==> src/rtl/jeu_pkg.sv <==
// shared types, character codes and helpers for the java escape unescaper
// no dependencies
`timescale 1ns / 1ps

package jeu_pkg;

  // decoder mode
  typedef enum logic [1:0] {
    MODE_IDLE = 2'd0,
    MODE_ESC  = 2'd1,
    MODE_HEX  = 2'd2,
    MODE_OCT  = 2'd3
  } mode_t;

  localparam int MaxRes = 6;
  localparam int ResIdxW = $clog2(MaxRes);

  // character codes
  localparam logic [15:0] CH_BSLASH = 16'h005C;
  localparam logic [15:0] CH_U      = 16'h0075;
  localparam logic [15:0] CH_B      = 16'h0062;
  localparam logic [15:0] CH_T      = 16'h0074;
  localparam logic [15:0] CH_N      = 16'h006E;
  localparam logic [15:0] CH_F      = 16'h0066;
  localparam logic [15:0] CH_R      = 16'h0072;
  localparam logic [15:0] CH_DQUOTE = 16'h0022;
  localparam logic [15:0] CH_SQUOTE = 16'h0027;
  localparam logic [15:0] CTL_BS    = 16'h0008;
  localparam logic [15:0] CTL_TAB   = 16'h0009;
  localparam logic [15:0] CTL_LF    = 16'h000A;
  localparam logic [15:0] CTL_FF    = 16'h000C;
  localparam logic [15:0] CTL_CR    = 16'h000D;

  // ascii hex digit decode: bit 4 set when valid, low nibble holds value
  function automatic logic [4:0] hex_digit(input logic [15:0] c);
    logic [4:0] r;
    r = 5'd0;
    if (c >= 16'h0030 && c <= 16'h0039) begin
      r = {1'b1, c[3:0]};
    end else if ((c >= 16'h0061 && c <= 16'h0066) || (c >= 16'h0041 && c <= 16'h0046)) begin
      r = {1'b1, c[3:0] + 4'd9};
    end
    return r;
  endfunction

  // ascii octal digit test
  function automatic logic is_oct(input logic [15:0] c);
    return c[15:3] == 13'h0006;
  endfunction

endpackage

==> src/rtl/java_escape_unescaper_core.sv <==
// java escape unescaper: decodes backslash escapes in a stream of utf-16 code units
// depends on jeu_pkg
`timescale 1ns / 1ps
//
// channel  | direction | tdata          | tlast       | tuser
// in_      | slave     | [15:0] char_in | string_end  | -
// out_     | master    | [15:0] char_out| run_last    | text_last
//
// one item is decoded in the cycle it is accepted; its results land in a six-entry
// result register and leave one per cycle while the output is ready.
// an item with zero or one result keeps the input at one item per cycle while the
// output is ready; the result register drains one result a cycle while it is ready.
// a new item is taken in the cycle the last result of the previous one is taken.
// synchronous active-low reset clears mode, digit count/value, result count and read index.

module java_escape_unescaper_core (
  input  logic        clk,
  input  logic        rst_n,
  input  logic        in_tvalid,
  output logic        in_tready,
  input  logic [15:0] in_tdata,   // [15:0] char_in
  input  logic        in_tlast,   // string_end
  output logic        out_tvalid,
  input  logic        out_tready,
  output logic [15:0] out_tdata,  // [15:0] char_out
  output logic        out_tlast,  // run_last
  output logic        out_tuser   // [0] text_last
);
  import jeu_pkg::*;

  localparam int CntW = $clog2(MaxRes + 1);

  // decoder state
  mode_t          mode_r, mode_nxt;
  logic [1:0]     dcnt_r, dcnt_nxt;
  logic [11:0]    dval_r, dval_nxt;
  logic [6:0]     held_r [3];
  logic [6:0]     held_nxt [3];

  // result register
  logic [15:0]        res_r [MaxRes];
  logic [15:0]        res_nxt [MaxRes];
  logic [CntW-1:0]    cnt_r, cnt_nxt;
  logic [ResIdxW-1:0] idx_r;
  logic               end_r;

  logic [CntW-1:0] n;
  logic [4:0]      hv;
  logic            redo;
  logic            in_fire, out_fire, at_last;
  logic [15:0]     c;

  assign c        = in_tdata;
  assign hv       = hex_digit(c);
  assign at_last  = (CntW'(idx_r) == cnt_r - CntW'(1));
  assign in_tready = (cnt_r == '0) || (at_last && out_tready);
  assign in_fire  = in_tvalid && in_tready;
  assign out_fire = out_tvalid && out_tready;

  // decode one item into a list of results and the next decoder state
  always_comb begin
    mode_nxt = mode_r;
    dcnt_nxt = dcnt_r;
    dval_nxt = dval_r;
    held_nxt = held_r;
    for (int k = 0; k < MaxRes; k++) res_nxt[k] = 16'd0;
    n    = '0;
    redo = 1'b0;
    case (mode_r)
      MODE_IDLE: begin
        redo = 1'b1;
      end
      MODE_ESC: begin
        mode_nxt = MODE_IDLE;
        case (c)
          CH_B:      begin res_nxt[0] = CTL_BS;  n = CntW'(1); end
          CH_T:      begin res_nxt[0] = CTL_TAB; n = CntW'(1); end
          CH_N:      begin res_nxt[0] = CTL_LF;  n = CntW'(1); end
          CH_F:      begin res_nxt[0] = CTL_FF;  n = CntW'(1); end
          CH_R:      begin res_nxt[0] = CTL_CR;  n = CntW'(1); end
          CH_DQUOTE, CH_SQUOTE, CH_BSLASH: begin
            res_nxt[0] = c;
            n = CntW'(1);
          end
          CH_U: begin
            mode_nxt = MODE_HEX;
            dcnt_nxt = 2'd0;
            dval_nxt = 12'd0;
          end
          default: begin
            if (is_oct(c)) begin
              mode_nxt = MODE_OCT;
              dcnt_nxt = 2'd1;
              dval_nxt = {9'd0, c[2:0]};
            end else begin
              res_nxt[0] = CH_BSLASH;
              res_nxt[1] = c;
              n = CntW'(2);
            end
          end
        endcase
      end
      MODE_HEX: begin
        if (hv[4]) begin
          if (dcnt_r == 2'd3) begin
            res_nxt[0] = {dval_r, hv[3:0]};
            n = CntW'(1);
            mode_nxt = MODE_IDLE;
            dcnt_nxt = 2'd0;
            dval_nxt = 12'd0;
          end else begin
            held_nxt[dcnt_r] = c[6:0];
            dval_nxt = {dval_r[7:0], hv[3:0]};
            dcnt_nxt = dcnt_r + 2'd1;
          end
        end else begin
          // broken unicode run: replay it raw, then decode the breaking unit
          res_nxt[0] = CH_BSLASH;
          res_nxt[1] = CH_U;
          n = CntW'(2);
          for (int k = 0; k < 3; k++) begin
            if (2'(k) < dcnt_r) begin
              res_nxt[n[ResIdxW-1:0]] = {9'd0, held_r[k]};
              n = n + CntW'(1);
            end
          end
          mode_nxt = MODE_IDLE;
          dcnt_nxt = 2'd0;
          dval_nxt = 12'd0;
          redo = 1'b1;
        end
      end
      MODE_OCT: begin
        if (is_oct(c)) begin
          if (dcnt_r == 2'd2) begin
            res_nxt[0] = {4'd0, dval_r[8:0], c[2:0]};
            n = CntW'(1);
            mode_nxt = MODE_IDLE;
            dcnt_nxt = 2'd0;
            dval_nxt = 12'd0;
          end else begin
            dval_nxt = {dval_r[8:0], c[2:0]};
            dcnt_nxt = dcnt_r + 2'd1;
          end
        end else begin
          res_nxt[0] = {4'd0, dval_r};
          n = CntW'(1);
          mode_nxt = MODE_IDLE;
          dcnt_nxt = 2'd0;
          dval_nxt = 12'd0;
          redo = 1'b1;
        end
      end
      default: ;
    endcase

    // unit taken as if no escape were pending
    if (redo) begin
      if (c == CH_BSLASH) begin
        mode_nxt = MODE_ESC;
      end else begin
        res_nxt[n[ResIdxW-1:0]] = c;
        n = n + CntW'(1);
      end
    end

    // end of string flushes whatever escape is still open
    if (in_tlast) begin
      case (mode_nxt)
        MODE_ESC: begin
          res_nxt[n[ResIdxW-1:0]] = CH_BSLASH;
          n = n + CntW'(1);
        end
        MODE_HEX: begin
          res_nxt[n[ResIdxW-1:0]] = CH_BSLASH;
          n = n + CntW'(1);
          res_nxt[n[ResIdxW-1:0]] = CH_U;
          n = n + CntW'(1);
          for (int k = 0; k < 3; k++) begin
            if (2'(k) < dcnt_nxt) begin
              res_nxt[n[ResIdxW-1:0]] = {9'd0, held_nxt[k]};
              n = n + CntW'(1);
            end
          end
        end
        MODE_OCT: begin
          res_nxt[n[ResIdxW-1:0]] = {4'd0, dval_nxt};
          n = n + CntW'(1);
        end
        default: ;
      endcase
      mode_nxt = MODE_IDLE;
      dcnt_nxt = 2'd0;
      dval_nxt = 12'd0;
    end
  end

  // next result count
  always_comb begin
    cnt_nxt = cnt_r;
    if (in_fire) begin
      cnt_nxt = n;
    end else if (out_fire && at_last) begin
      cnt_nxt = '0;
    end
  end

  // control state
  always_ff @(posedge clk) begin
    if (!rst_n) begin
      mode_r <= MODE_IDLE;
      dcnt_r <= 2'd0;
      dval_r <= 12'd0;
      cnt_r  <= '0;
      idx_r  <= '0;
    end else begin
      cnt_r <= cnt_nxt;
      if (in_fire) begin
        mode_r <= mode_nxt;
        dcnt_r <= dcnt_nxt;
        dval_r <= dval_nxt;
        idx_r  <= '0;
      end else if (out_fire && !at_last) begin
        idx_r <= idx_r + ResIdxW'(1);
      end
    end
  end

  // payload: held digits, results and end flag
  always_ff @(posedge clk) begin
    if (in_fire) begin
      held_r <= held_nxt;
      res_r  <= res_nxt;
      end_r  <= in_tlast;
    end
  end

  // output port
  assign out_tvalid = (cnt_r != '0);
  assign out_tdata  = res_r[idx_r];
  assign out_tlast  = at_last;
  assign out_tuser  = at_last && end_r;

endmodule

==> config.mk <==
export PLATFORM = sky130hd
export DESIGN_NAME = java_escape_unescaper_core
export DESIGN_NICKNAME = d
export VERILOG_FILES = /design/src/rtl/jeu_pkg.sv /design/src/rtl/java_escape_unescaper_core.sv
export SDC_FILE = /design/constraint.sdc
export NUM_CORES = 1
export LEC_CHECK = 0
export BUFFER_PORTS_ARGS = -buffer_cell sky130_fd_sc_hd__buf_2
export CAP_MARGIN = 20
export CELL_PAD_IN_SITES_DETAIL_PLACEMENT = 0
export CELL_PAD_IN_SITES_GLOBAL_PLACEMENT = 2
export CORE_MARGIN = 2
export CORE_UTILIZATION = 35
export CTS_CLUSTER_DIAMETER = 80
export CTS_CLUSTER_SIZE = 10
export DETAILED_ROUTE_END_ITERATION = 16
export PLACE_DENSITY = 0.72
export SETUP_SLACK_MARGIN = 0.5
export SYNTH_ARGS = -nofsm -noshare
export SYNTH_HDL_FRONTEND = slang
export SYNTH_SLANG_ARGS = --single-unit
==> constraint.sdc <==
create_clock -name clk -period 6 [get_ports clk]
set_clock_uncertainty 0.05 [all_clocks]
set_input_delay 0.6 -clock clk [delete_from_list [all_inputs] [get_ports clk]]
set_output_delay 0.6 -clock clk [all_outputs]
set_load 0.01 [all_outputs]
==> results of run 1 <==
power by group through the flow:
stage / Sequential (mW) / Combinational [mW] / Clock [mW]
floorplan: 1.14 / 0.133 / 0
global placement: 1.15 / 0.249 / 0
detailed placement: 1.15 / 0.249 / 0
CTS: 1.13 / 0.251 / 1.08
global route: 1.14 / 0.271 / 1.12
finish: 1.13 / 0.259 / 1.06
layout make-up:
| type | instances | area share, % |
|---|---|---|
| Multi-Input combinational cell | 1138 | 53.1 |
| Sequential cell | 140 | 26.8 |
| Timing Repair Buffer | 227 | 11.0 |
| Tap cell | 455 | 3.82 |
| Clock buffer | 19 | 2.91 |
| Inverter | 55 | 1.44 |
| Clock inverter | 13 | 0.941 |
cell families after synthesis:
kind of cell | Yosys count | synth area share [%]
buf+inv | 153 | 4.93
mux | 67 | 7.25
fa+ha+maj | 24 | 2.47
compound gates | 530 | 30.3
xor+xnor | 16 | 1.44
simple gates | 501 | 20.8
flops | 140 | 32.8
final timing paths:
check,endpoint,slack (ns)
max reg2reg,res_r[64],0.65
min,end_r,0.45
min reg2reg,dval_r[10],0.49
max,res_r[64],0.56
through the flow:
step	utilization (%)	TNS (ns)	cell area [µm²]
after detailed placement	40.7	-0.263	14000
after floorplan	-	0	12300
after global placement	40.7	-0.0997	14000
after CTS	42.6	0	14600
final	43.3	0	14900
after global routing	43.3	0	14900
flip-flops by register name, indices dropped and copies added, names as in the netlist:
signal / count
cnt_r: 3
held_r: 21
end_r: 1
idx_r: 3
mode_r: 2
dcnt_r: 2
res_r: 96
dval_r: 12
layout by cell type (no fill, tap or decap), types with 21 or more instances in the layout:
| master | synthesis | layout |
|---|---|---|
| buf_4 | 0 | 184 |
| inv_1 | 52 | 49 |
| nand3_1 | 50 | 50 |
| o22ai_1 | 43 | 42 |
| a22oi_1 | 46 | 46 |
| nor3_1 | 44 | 40 |
| nor2_1 | 113 | 111 |
| and3_1 | 21 | 21 |
| nand2_1 | 138 | 136 |
| a21oi_1 | 111 | 109 |
| and2_1 | 37 | 34 |
| o21ai_0 | 90 | 87 |
| buf_2 | 8 | 38 |
| edfxtp_1 | 118 | 118 |
| a22o_1 | 25 | 25 |
| mux2i_1 | 42 | 42 |
routing by layer:
| layer | vias to the layer above | global-route usage (%) | routed length, µm |
|---|---|---|---|
| met5 | - | 0 | 13 |
| met4 | 2 | 13.8 | 2600 |
| met3 | 132 | 8.34 | 6160 |
| met2 | 796 | 50.8 | 26100 |
| met1 | 6607 | 48.5 | 27400 |
| li1 | 5884 | - | - |
Yosys cell counts, types with 8 or more instances:
cell type	count	area [µm²]
a22o_1	25	219
inv_1	52	195
dfxtp_1	22	440
nand2_1	138	518
o31ai_1	12	90.1
o21ai_0	90	450
buf_2	8	40.0
a21o_1	8	60.1
a22oi_1	46	345
a32oi_1	10	87.6
mux2_2	9	101
a211oi_1	17	128
a31oi_1	10	62.6
or2_2	9	56.3
nor2b_1	8	50.1
ha_1	24	300
o21ai_1	10	50.1
nand3_1	50	250
mux2i_1	42	420
a221oi_1	16	140
xnor2_1	12	105
and2_1	37	231
edfxtp_1	118	3540
nor3_1	44	220
clkbuf_1	81	304
nand4_1	14	87.6
nand2b_1	11	68.8
o2bb2ai_1	11	96.3
nor4_1	9	56.3
mux4_2	16	360
o221ai_1	15	131
o22ai_1	43	269
o211ai_1	14	105
and3_1	21	131
a21oi_1	111	556
nor2_1	113	424
worst register-to-register path, cell delays in order (launching register included):
cell and delay [ns]:
dfxtp_2 0.40, inv_1 0.10, ha_1 0.34, and2_2 0.33, a32oi_2 0.30, o211a_4 0.22, a21oi_4 0.07, ha_4 0.27
and2_4 0.14, or2_4 0.25, ha_4 0.29, clkinv_4 0.06, xnor2_4 0.17, ha_4 0.17, o2111ai_1 0.15, o41ai_2 0.36
or4_4 0.27, nand2_1 0.19, nand2_1 0.21, buf_4 0.18, o221ai_1 0.15, a221o_1 0.38
what timing repair did:
item                                    in CTS  in global routing
resized for setup                            8                 35
hold endpoints to repair                     0                  0
endpoints found under the setup margin      11                 52
setup buffers                                2                 11
pin swaps                                    3                 12
==> impl_metrics.ini, run 1 <==
[floorplan]
start_util_pct = 35.4
rows = 68
ioPinCount = 41
die-area_um2 = 36300
coreArea_um2 = 34400
die_w_um = 190
fp.dieH_um = 190

[clock_network]
holdBufCountCts = 0
root_buffer = clkbuf_16
cts_buffers = 17
cts_tree = done
h-tree-depth = 4
clk_latency_ns = 0.46
cts_max_path_buffers = 2
clk_pin_slew_ns = 0.06
cts_num_sinks = 140

[synthesis]
ys_seq_area_share_pct = 32.8
yosys_warnings = 0
async_flop_share_pct = 0
ys_seq_elements = 140
syn_inst = 1431
ys.flop_type = edfxtp_1
syn_nets = 1476
syn_area_per_cell_um2 = 8.50
synth_edf_count = 118
syn-cell-area_um2 = 12200
ys_types = 95

[sta]
timing.final.crit_share_pct = 90.7
fmaxAchievable_mhz = 184
worst_pin_slew_ns = 0.962
setup_slack_ns = 0.556
rsz0062_at_grt = yes
setup_violations = 0
finalHoldViolCount = 0
slew_headroom_pct = 35.7
finalCriticalPeriod_ns = 5.44
hold_slack_ns = 0.452
drv_slew = 0

[setup_path]
cpLargestDelayFamily = simple AND/OR/NAND/NOR gates
reg2reg_depth = 21
worstSetupStartpoint = in_tdata[10]
worst-path-max-fanout = 6
cp_data_arrival_time_ns = 5.58
worstPathCellList = buf_6 > or4_4 > or4_4 > o32a_1 > nand4_1 > a21oi_2 > ha_4 > and2_4 > or2_4 > ha_4 > clkinv_4 > xnor2_4 > ha_4 > o2111ai_1 > o41ai_2 > or4_4 > nand2_1 > nand2_1 > buf_4 > o221ai_1 > a221o_1
cp-start-kind = primary input
cpPeakStageDelay_ns = 0.61
path_depth = 21
r2r_start = mode_r[0]
critPathKind = in2reg
end_kind = flip-flop
slowest_stage = or4_4
cp.required_ns = 6.14
cp.buffers_inverters = 3

[layout]
stdcell_count = 2047
area_growth_pct = 22.4
multi_input_area_um2 = 7910
diodes = 0
fill_cells = 3479
final_net_count = 1624
drive_gt1_share_pct = 23.3
ff_latch_area_um2 = 3990

[routing]
vias = 13400
first_iter_violations = 1677
drc = 0
antenna_left = 0
drt-total-wl_um = 62200
dr.pass1.iters = 6
wl_per_cell_um = 30.4
routed_via_density = 6.56

[power]
p_comb_share_pct = 10.5
powerDensity_nw_per_um2 = 165
sw_frac_of_total_pct = 26.7
p_leak_nw = 5.38
seqPwrFrac_pct = 46.1
finalPower_mw = 2.46
clockPowerShare_pct = 43.3
peakVddDrop_mv = 0.202
internal-power_mw = 1.80
power_switching_uw = 655

[placement]
hpwl_um = 47800
gp_congestion = 1.06
io_buffers = 40
dp.cells = 2002
pre_cts_slack_ns = -0.131

[global_routing]
grt_pass1_wl_um = 90300
grt.overflow.total = 0
grt_pass1_vias = 12800
grt_usage_pct = 34.6
grt_max_degree = 55
antenna_found_initial = 4

[min_path]
min_path_cells = 1
min-delay-start = in_tlast
hold_path_class = in2reg

[job]
max_cap_violations = 0

[outcome]
outcome = completed
Power figures use the tool's default switching activity.
==> inputs of run 2 (changes only) <==
--- a/config.mk
+++ b/config.mk
@@ -14,7 +14,7 @@
 export CTS_CLUSTER_DIAMETER = 80
 export CTS_CLUSTER_SIZE = 10
 export DETAILED_ROUTE_END_ITERATION = 16
-export PLACE_DENSITY = 0.72
+export PLACE_DENSITY = 0.74
 export SETUP_SLACK_MARGIN = 0.5
 export SYNTH_ARGS = -nofsm -noshare
 export SYNTH_HDL_FRONTEND = slang
==> run 2 against run 1 <==
Against the previous run:
- power grew 2.3%
- worst hold slack worse by 0.010 ns
- non-clock buffer count fell by 16
- via count grew 0.33%
- global-route usage shrank 1.2 points
- largest cell class unchanged
- fmax grew 0.20%
- clock power rose by 6%
- critical endpoint is now res_r[68]
- combinational power hardly changed
- critical path depth grew 1
==> impl_metrics.ini, run 2 (synthesized netlist as in run 1, its figures left out) <==
[routing]
antenna_left = 0
vias = 13500
wl_per_cell_um = 29.7
routed_via_density = 6.62
dr.pass1.iters = 7
first_iter_violations = 1705
drt-total-wl_um = 60400
drc = 0

[clock_network]
cts_num_sinks = 140
cts_max_path_buffers = 2
clk_latency_ns = 0.45
clk_pin_slew_ns = 0.07
cts_tree = done
h-tree-depth = 4
holdBufCountCts = 0
root_buffer = clkbuf_16
cts_buffers = 17

[job]
max_cap_violations = 0

[floorplan]
start_util_pct = 35.4
coreArea_um2 = 34400
ioPinCount = 41
die_w_um = 190
fp.dieH_um = 190
die-area_um2 = 36300
rows = 68

[setup_path]
cp.buffers_inverters = 4
cp_data_arrival_time_ns = 5.64
cp-start-kind = primary input
r2r_start = mode_r[0]
r2r-end = res_r[68]
slowest_stage = or4_4
critPathKind = in2reg
end_kind = flip-flop
worstSetupStartpoint = in_tdata[11]
cpPeakStageDelay_ns = 0.61
crit_path_frequent_cell = or4_4
worstPathCellList = buf_2 > or4_4 > or4_4 > o32a_1 > nand4_1 > a21oi_1 > ha_1 > and2_1 > or2_4 > ha_4 > clkinv_4 > xnor2_4 > ha_4 > o2111ai_1 > o41ai_2 > buf_4 > or4_4 > nand2_1 > buf_4 > a21oi_1 > o221ai_1 > o211ai_1
cpLargestDelayFamily = simple AND/OR/NAND/NOR gates
r2r_slack_ns = 0.66
reg2reg_depth = 22
cp.required_ns = 6.21
worst-path-max-fanout = 6

[global_routing]
grt_max_degree = 65
grt.overflow.total = 0
antenna_found_initial = 3
grt_usage_pct = 33.4
grt_pass1_wl_um = 88000
grt_pass1_vias = 12700

[sta]
drv_slew = 0
rsz0062_at_grt = no
fmaxAchievable_mhz = 184
setup_violations = 0
worst_pin_slew_ns = 1.19
setup_slack_ns = 0.567
finalHoldViolCount = 0
timing.final.crit_share_pct = 90.6
finalCriticalPeriod_ns = 5.43
slew_headroom_pct = 20.1

[power]
powerDensity_nw_per_um2 = 171
p_leak_nw = 5.31
peakVddDrop_mv = 0.186

[min_path]
min-delay-start = in_tlast
min_path_cells = 1
whs_endpoint = end_r
hold_path_class = in2reg

[layout]
final_cell_mix = buf_4, nand2_1, edfxtp_1
top_register = res_r
final_area_um2 = 14700
layout_top_registers = res_r x96, held_r x21, dval_r x12
stdcell_count = 2035
fill_cells = 3448
final_common_cell = buf_4
drive_gt1_share_pct = 22.1
area_growth_pct = 20.9
final_net_count = 1608
largest_reg_flops = 96

[outcome]
outcome = completed

[placement]
gp_congestion = 1.04
dp.cells = 1991
hpwl_um = 45600
pre_cts_slack_ns = -0.171
placed_area_um2 = 13900
io_buffers = 40
run 2: cell types whose count changed in the layout (fill, tap and decap cells not counted), moves of 2 or more:
cell,previous run,this run
and2_1,34,36
and2_4,2,0
buf_2,38,40
buf_4,184,170
buf_6,4,0
clkinv_1,3,1
diode_2,0,4
inv_8,0,2
nor3_2,4,6
nor3_4,3,1
run 2: power breakdown:
group | internal (mW) | switching (mW) | total [mW]
Sequential | 1.11 | 0.0246 | 1.13
Clock | 0.634 | 0.485 | 1.12
Combinational | 0.0799 | 0.181 | 0.261
run 2: layout make-up:
class	instances	area [µm²]	area share (%)
antenna	4	10.0	0.0681
clock buffer	19	443	3.01
tap	455	569	3.87
multi-input combinational	1138	7830	53.3
clock inverter	13	156	1.06
inverter	55	214	1.45
timing repair buffer	211	1500	10.2
sequential	140	3990	27.1
run 2: worst max-delay path by stage:
stage	slack, ns	endpoint	cells past startpoint
floorplan	0.41	res_r[87]	22
global placement	-0.09	res_r[80]	23
detailed placement	-0.17	res_r[80]	20
CTS	0.50	res_r[80]	23
global route	0.43	res_r[87]	22
finish	0.57	res_r[68]	22
run 2: repair_timing:
action                     CTS  global route
setup endpoints to repair   12            59
setup buffers                1             7
hold endpoints to repair     0             0
resized for setup            4            19
pin swaps                    0            10
run 2: per-layer routing:
metal	wire, µm	part of all wire (%)	global-route usage, %
met1	25200	42	45.2
met2	25300	42	49.2
met3	6660	11	8.48
met4	3230	5.3	16.5
met5	80	0.13	0
run 2: stage by stage:
stage / power, mW / hold slack, ns / util, % / TNS [ns]
finish: 2.51 / 0.442 / 42.8 / 0
global route: 2.58 / 0.438 / 42.8 / 0
CTS: 2.51 / 0.422 / 42.3 / 0
detailed placement: 1.40 / 0.466 / 40.5 / -0.246
global placement: 1.40 / 0.465 / 40.5 / -0.0862
floorplan: 1.28 / 0.393 / - / 0
